--- config.mk ---
export PLATFORM = sky130hd
export DESIGN_NAME = best_fit_region_finder
export DESIGN_NICKNAME = d
export VERILOG_FILES = /design/src/design/bfr_pkg.sv /design/src/design/bfr_cfg_regs.sv /design/src/design/bfr_entry_check.sv /design/src/design/bfr_best_track.sv /design/src/design/best_fit_region_finder.sv
export SDC_FILE = /design/constraint.sdc
export NUM_CORES = 2
export LEC_CHECK = 0
export BUFFER_PORTS_ARGS = -buffer_cell sky130_fd_sc_hd__buf_2
export CELL_PAD_IN_SITES_DETAIL_PLACEMENT = 0
export CELL_PAD_IN_SITES_GLOBAL_PLACEMENT = 2
export CORE_ASPECT_RATIO = 1.4
export CORE_MARGIN = 2
export CORE_UTILIZATION = 42
export CTS_CLUSTER_DIAMETER = 150
export DETAILED_ROUTE_END_ITERATION = 8
export PLACE_DENSITY = 0.94
export SKIP_CTS_REPAIR_TIMING = 1
export SLEW_MARGIN = 30
export SYNTH_ARGS = -nofsm -noshare
export SYNTH_HDL_FRONTEND = slang
export SYNTH_SLANG_ARGS = --single-unit
--- constraint.sdc ---
create_clock -name aclk -period 26.7 [get_ports aclk]
set_input_delay 5.34 -clock aclk [delete_from_list [all_inputs] [get_ports aclk]]
set_output_delay 5.34 -clock aclk [all_outputs]
set_load 0.01 [all_outputs]
--- src/design/bfr_pkg.sv ---
// ----------------------------------------------------------------------------
// Best-fit region finder package
// Shared widths, register indexes and the word and configuration structs.
// ----------------------------------------------------------------------------
package bfr_pkg;

    localparam int ADDR_W         = 64;
    localparam int KIND_W         = 32;
    localparam int CFG_IDX_W      = 3;
    localparam int EXCL_CNT_W     = 2;
    // Ranges held in registers, and how many of them the search may use.
    localparam int EXCL_REGS      = 2;
    localparam int MAX_EXCLUSIONS = 2;

    localparam logic [KIND_W-1:0] KIND_USABLE_RAM = KIND_W'(1);

    typedef enum logic [CFG_IDX_W-1:0] {
        REG_REQUEST_SIZE = 3'd0,
        REG_EXCL_COUNT   = 3'd1,
        REG_EXCL0_START  = 3'd2,
        REG_EXCL0_END    = 3'd3,
        REG_EXCL1_START  = 3'd4,
        REG_EXCL1_END    = 3'd5
    } cfg_reg_t;

    typedef struct packed {
        logic [ADDR_W-1:0]                   request_size;
        logic [EXCL_CNT_W-1:0]               excl_count;
        logic [EXCL_REGS-1:0][ADDR_W-1:0]    excl_start;
        logic [EXCL_REGS-1:0][ADDR_W-1:0]    excl_end;
    } cfg_t;

    typedef struct packed {
        logic [ADDR_W-1:0] base;
        logic [ADDR_W-1:0] size;
        logic [KIND_W-1:0] kind;
        logic              last;
    } entry_t;

endpackage

--- src/design/bfr_cfg_regs.sv ---
// ----------------------------------------------------------------------------
// Best-fit region finder configuration registers
// Decodes the write port into the request size and the exclusion ranges.
// ----------------------------------------------------------------------------
module bfr_cfg_regs (
    input  logic                          aclk,
    input  logic                          aresetn,
    input  logic                          cfg_wr_en,
    input  logic [bfr_pkg::CFG_IDX_W-1:0] cfg_index,
    input  logic [bfr_pkg::ADDR_W-1:0]    cfg_wr_data,
    output bfr_pkg::cfg_t                 cfg
);
    import bfr_pkg::*;

    cfg_t cfg_reg;

    // Indexes outside the register list are ignored.
    always_ff @(posedge aclk) begin
        if (!aresetn) begin
            cfg_reg <= '0;
        end else if (cfg_wr_en) begin
            unique case (cfg_index)
                REG_REQUEST_SIZE: cfg_reg.request_size  <= cfg_wr_data;
                REG_EXCL_COUNT:   cfg_reg.excl_count    <= cfg_wr_data[EXCL_CNT_W-1:0];
                REG_EXCL0_START:  cfg_reg.excl_start[0] <= cfg_wr_data;
                REG_EXCL0_END:    cfg_reg.excl_end[0]   <= cfg_wr_data;
                REG_EXCL1_START:  cfg_reg.excl_start[1] <= cfg_wr_data;
                REG_EXCL1_END:    cfg_reg.excl_end[1]   <= cfg_wr_data;
                default: begin
                end
            endcase
        end
    end

    assign cfg = cfg_reg;

endmodule

--- src/design/bfr_entry_check.sv ---
// ----------------------------------------------------------------------------
// Best-fit region finder entry check
// Decides whether one map entry is usable: right kind, large enough, and
// clear of every active exclusion range.
// ----------------------------------------------------------------------------
module bfr_entry_check (
    input  bfr_pkg::cfg_t   cfg,
    input  bfr_pkg::entry_t entry,
    output logic            usable
);
    import bfr_pkg::*;

    logic [ADDR_W:0] entry_end;
    logic            excluded;

    // The entry end is kept one bit wider so that it never wraps. Ranges
    // are half-open, yet empty or inverted ranges can still exclude entries.
    always_comb begin
        entry_end = {1'b0, entry.base} + {1'b0, entry.size};
        excluded  = 1'b0;
        for (int i = 0; i < EXCL_REGS; i++) begin
            if ((i < MAX_EXCLUSIONS) && (cfg.excl_count > EXCL_CNT_W'(i)) &&
                (entry.base < cfg.excl_end[i]) &&
                ({1'b0, cfg.excl_start[i]} < entry_end)) begin
                excluded = 1'b1;
            end
        end
        usable = !excluded && (entry.kind == KIND_USABLE_RAM) &&
                 (entry.size >= cfg.request_size);
    end

endmodule

--- src/design/bfr_best_track.sv ---
// ----------------------------------------------------------------------------
// Best-fit region finder best tracker
// Holds the running smallest usable entry and the result register.
// ----------------------------------------------------------------------------
module bfr_best_track (
    input  logic                       aclk,
    input  logic                       aresetn,
    input  logic                       advance,
    input  bfr_pkg::entry_t            entry,
    input  logic                       usable,
    input  logic                       m_ready,
    output logic                       out_free,
    output logic                       m_valid,
    output logic                       m_found,
    output logic [bfr_pkg::ADDR_W-1:0] m_chosen_base
);
    import bfr_pkg::*;

    logic              have_best_reg, have_best_next;
    logic [ADDR_W-1:0] best_size_reg, best_size_next;
    logic [ADDR_W-1:0] best_base_reg, best_base_next;
    logic              m_valid_reg, m_valid_next;
    logic              m_found_reg;
    logic [ADDR_W-1:0] m_base_reg;

    logic              take;
    logic              merged_have;
    logic [ADDR_W-1:0] merged_size;
    logic [ADDR_W-1:0] merged_base;
    logic              emit;

    always_comb begin
        // Strictly smaller only, so ties keep the earlier entry.
        take        = usable && (!have_best_reg || (entry.size < best_size_reg));
        merged_have = have_best_reg || take;
        merged_size = take ? entry.size : best_size_reg;
        merged_base = take ? entry.base : best_base_reg;
        emit        = advance && entry.last;

        have_best_next = have_best_reg;
        best_size_next = best_size_reg;
        best_base_next = best_base_reg;
        if (advance) begin
            have_best_next = merged_have && !entry.last;
            best_size_next = merged_size;
            best_base_next = merged_base;
        end

        out_free     = !m_valid_reg || m_ready;
        m_valid_next = emit || (m_valid_reg && !m_ready);
    end

    always_ff @(posedge aclk) begin
        if (!aresetn) begin
            have_best_reg <= 1'b0;
            m_valid_reg   <= 1'b0;
        end else begin
            have_best_reg <= have_best_next;
            m_valid_reg   <= m_valid_next;
        end
    end

    always_ff @(posedge aclk) begin
        best_size_reg <= best_size_next;
        best_base_reg <= best_base_next;
        if (emit) begin
            m_found_reg <= merged_have;
            m_base_reg  <= merged_have ? merged_base : '0;
        end
    end

    assign m_valid       = m_valid_reg;
    assign m_found       = m_found_reg;
    assign m_chosen_base = m_base_reg;

endmodule

--- src/design/best_fit_region_finder.sv ---
// ----------------------------------------------------------------------------
// Best-fit region finder
// Streams memory-map entries and reports the smallest usable region per map.
// ----------------------------------------------------------------------------
// Each word on the s_ channel is one memory-map entry: base, size, type code
// and a last-entry mark. The block keeps the smallest entry of type 1 that is
// at least the requested size and overlaps none of the active exclusion
// ranges; ties keep the earlier entry. Only the word marked last produces a
// result word on the m_ channel: a found flag and the chosen base, or zero.
// The running best is then cleared for the next map.
// An entry is taken into an input register, checked and merged with the
// running best from there, and the result word is written into the output
// register. One entry can be accepted every cycle, set by the single
// compare-and-select stage between the input and output registers, except
// while a last entry waits for the result register to free up.
// When the receiver stalls, the held result stays put and non-last entries
// keep flowing; only a further last entry waits in the input register.
// Reset (aresetn low, synchronous) clears the configuration registers, the
// running best and both valid flags. The user must write configuration only
// while idle; the block does not enforce it.
// ----------------------------------------------------------------------------
module best_fit_region_finder (
    input  logic                          aclk,
    input  logic                          aresetn,
    input  logic                          cfg_wr_en,
    input  logic [bfr_pkg::CFG_IDX_W-1:0] cfg_index,
    input  logic [bfr_pkg::ADDR_W-1:0]    cfg_wr_data,
    input  logic                          s_valid,
    output logic                          s_ready,
    input  logic [bfr_pkg::ADDR_W-1:0]    s_entry_base,
    input  logic [bfr_pkg::ADDR_W-1:0]    s_entry_size,
    input  logic [bfr_pkg::KIND_W-1:0]    s_entry_kind,
    input  logic                          s_entry_last,
    output logic                          m_valid,
    input  logic                          m_ready,
    output logic                          m_found,
    output logic [bfr_pkg::ADDR_W-1:0]    m_chosen_base
);
    import bfr_pkg::*;

    cfg_t   cfg;
    entry_t entry_reg;
    logic   entry_valid_reg;
    logic   usable;
    logic   out_free;
    logic   advance;
    logic   accept;

    bfr_cfg_regs u_cfg (
        .aclk        (aclk),
        .aresetn     (aresetn),
        .cfg_wr_en   (cfg_wr_en),
        .cfg_index   (cfg_index),
        .cfg_wr_data (cfg_wr_data),
        .cfg         (cfg)
    );

    // A non-last entry always moves on; a last one needs the result register
    // to be empty or emptying in this cycle.
    assign advance = entry_valid_reg && (!entry_reg.last || out_free);
    assign s_ready = !entry_valid_reg || advance;
    assign accept  = s_valid && s_ready;

    always_ff @(posedge aclk) begin
        if (!aresetn) begin
            entry_valid_reg <= 1'b0;
        end else if (s_ready) begin
            entry_valid_reg <= s_valid;
        end
    end

    always_ff @(posedge aclk) begin
        if (accept) begin
            entry_reg.base <= s_entry_base;
            entry_reg.size <= s_entry_size;
            entry_reg.kind <= s_entry_kind;
            entry_reg.last <= s_entry_last;
        end
    end

    bfr_entry_check u_check (
        .cfg    (cfg),
        .entry  (entry_reg),
        .usable (usable)
    );

    bfr_best_track u_best (
        .aclk          (aclk),
        .aresetn       (aresetn),
        .advance       (advance),
        .entry         (entry_reg),
        .usable        (usable),
        .m_ready       (m_ready),
        .out_free      (out_free),
        .m_valid       (m_valid),
        .m_found       (m_found),
        .m_chosen_base (m_chosen_base)
    );

endmodule

==> flow_metrics.py <==
metrics = {
    "route": {
        "drtPass1Iterations": 5,
        "totalWireLength_mm": 115,
        "antenna_left": 0,
        "vias": 29200,
        "drt-initial-drc-count": 1990,
        "drc": 0,
        "vias_per_cell": 5.42,
        "wl_per_cell_um": 21.3,
    },
    "global_routing": {
        "grt.total_usage_pct": 24.5,
        "met3_usage_pct": 3.09,
        "grt.busiest_layer": "met2",
        "globalRouteMet2Util_pct": 44.9,
        "grt_pass1_wl_mm": 172,
        "overflow": 0,
        "met1_usage_pct": 29.1,
        "grt_pass1_vias": 28900,
        "grt_max_degree": 139,
        "antenna_found_initial": 12,
    },
    "sta": {
        "slew_headroom_pct": 33.1,
        "drv_slew": 0,
        "rsz0062_at_grt": "no",
        "fin_crit_sh_pct": 43.1,
        "setup_viol": 0,
        "period_minus_slack_ns": 11.51,
        "worst_hold_slack_ns": 0.464,
        "worstMarginPinSlew_ns": 1.00,
        "max_clock_freq_ghz": 0.0869,
        "finalSetupTns_ns": 0,
        "fin_skew_ns": 0.0227,
        "hold_viol": 0,
    },
    "critical_path": {
        "cp-end-kind": "output pin",
        "crit_path_start_kind": "input pin",
        "crit_type": "input pin to output pin",
        "crit_required_ns": 21.36,
        "critPathLaunch": "m_ready",
        "reg2reg_to": "u_best.m_found$_DFFE_PP_",
        "cp-endpoint": "s_ready",
        "timing.rr.start": "entry_reg[128]$_DFFE_PP_",
        "crit_fanout": 4,
        "r2r_cells": 26,
        "critPathArrivalTime_ns": 6.17,
        "r2r_slack_ns": 17.54,
    },
    "pwr": {
        "total_power_w": 0.00254,
        "leakagePower_nw": 16.3,
        "combinationalPowerShare_pct": 12.2,
        "switching_share_pct": 26.5,
        "ir_drop_v": 0.0000495,
        "p_clk_share_pct": 42.2,
        "power.density_nw_per_um2": 59.1,
        "internal_power_w": 0.00186,
        "p_sw_w": 0.000673,
        "pwr-share-seq_pct": 45.6,
    },
    "finish": {
        "drive_gt1_share_pct": 11.5,
        "area_growth_pct": 13.9,
        "multi_input_area_um2": 18900,
        "largest_register_ffs": 322,
        "nFillCells": 8433,
        "final_core_util_pct": 48.1,
        "final-instance-count-excl-fill": 5382,
        "final_common_cell": "nand2_1",
        "final_cell_mix": "845 x nand2_1, 439 x ha_1, 354 x edfxtp_1",
        "fin_nets": 4796,
        "register_area_um2": 17100,
    },
    "synth": {
        "syn_inst": 3879,
        "synth-seq-area-share_pct": 45.5,
        "synth-seq-cells": 679,
        "synthesis.nets": 4552,
        "synth_ff_type": "edfxtp_1",
        "avgSynthCellArea_um2": 9.71,
        "synth_edf_count": 354,
        "synthesis.area_um2": 37700,
        "synth_cell_types": 70,
        "yosysWarnings": 0,
        "async_flop_share_pct": 0,
    },
    "place": {
        "post-dp-hpwl_mm": 82.0,
        "placed_cells": 5234,
        "io_buffers": 299,
        "place_congestion": 0.916,
    },
    "clock_tree": {
        "tritoncts": "done",
        "numCtsBuffers": 75,
        "clock_latency_ns": 0.65,
        "cts_sinks": 679,
        "max-clock-path-buffers": 3,
        "root_buffer": "clkbuf_16",
        "htreeDepth": 3,
        "path_clk_slew_ns": 0.06,
    },
    "worst_hold_path": {
        "hold_start": "u_cfg.cfg[88]$_SDFFE_PN0P_",
        "hold_path.class": "register to register",
    },
    "die": {
        "rows": 130,
        "die_y_um": 358,
        "die_area_um2": 92100,
        "ios": 300,
        "core_area_um2": 89300,
        "start_util_pct": 42.2,
        "die_w_um": 257,
    },
    "run_status": {
        "status": "completed",
    },
    "run": {
        "cap_violations": 0,
    },
}
-- worst max-delay path, cell delays in order --
cell     delay, ns
buf_2         0.10
nor2b_1       0.41
nand3_1       0.16
buf_2         0.17
-- synth_stat cells, types with 22 or more instances --
cell        n  area, µm²
nand2_1   847       3180
clkbuf_1  145        544
mux2_1     64        721
o21ai_0   124        621
o21ai_1    34        170
nor3_1     33        165
dfxtp_1   325       6510
nor4_1     22        138
xnor2_1    30        263
xor2_1     26        228
nor2_1     73        274
a21boi_0  326       2450
ha_1      439       5490
nor2b_1    26        163
edfxtp_1  354      10600
a21o_1    141       1060
o32a_1     64        641
inv_1     281       1050
nand2b_1   23        144
a21oi_1   166        831
nand3_1    43        215
nand4_1    76        475
-- cell families after synthesis --
| kind of cell | after synthesis | share of synthesized area [%] |
|---|---|---|
| AND/OR/NAND/NOR | 1195 | 13.6 |
| AO/OA/AOI/OAI | 999 | 18.4 |
| flip-flops | 679 | 45.5 |
| buffers and inverters | 444 | 4.59 |
| adder cells (fa/ha/maj) | 440 | 14.6 |
| multiplexers | 66 | 1.97 |
| XOR/XNOR | 56 | 1.30 |
-- area by class of cell --
| cell class | count | share of cell area (%) |
|---|---|---|
| clock inverters | 38 | 0.921 |
| multi-input cells | 2756 | 44.1 |
| repair buffers | 330 | 4.13 |
| well taps | 1188 | 3.46 |
| flip-flops and latches | 679 | 39.9 |
| diodes | 9 | 0.0525 |
| inverters | 281 | 2.46 |
| clock buffers | 101 | 4.90 |
-- layer usage --
metal / up-vias / routed length, µm
met4: 4 / 3940
met5: - / 24
met2: 639 / 58200
met3: 165 / 4780
met1: 14000 / 47700
li1: 14400 / -
-- power groups by stage --
stage	Sequential, W	Clock, W	Combinational [W]
6_report	0.00116	0.00107	0.000309
5_1_grt	0.00116	0.00113	0.000347
4_1_cts	0.00116	0.00109	0.000310
3_5_place_dp	0.00118	0	0.000308
3_3_place_gp	0.00118	0	0.000304
2_1_floorplan	0.00117	0	0.000200
-- how the worst min path moves through the flow --
stage                             endpoint  cells past startpoint
6_report        u_cfg.cfg[88]$_SDFFE_PN0P_                      2
5_1_grt        u_cfg.cfg[285]$_SDFFE_PN0P_                      2
4_1_cts         u_cfg.cfg[98]$_SDFFE_PN0P_                      2
3_5_place_dp    u_cfg.cfg[98]$_SDFFE_PN0P_                      2
3_3_place_gp    u_cfg.cfg[48]$_SDFFE_PN0P_                      2
2_1_floorplan  u_cfg.cfg[128]$_SDFFE_PN0P_                      2
-- through the flow --
stage | instance area, µm² | worst slack, ns
after global placement | 40300 | 15.19
final | 42900 | 15.19
after CTS | 42900 | 15.19
after floorplan | 37700 | 12.50
after detailed placement | 40400 | 15.20
after global routing | 42900 | 15.15
Power figures use the tool's default switching activity.
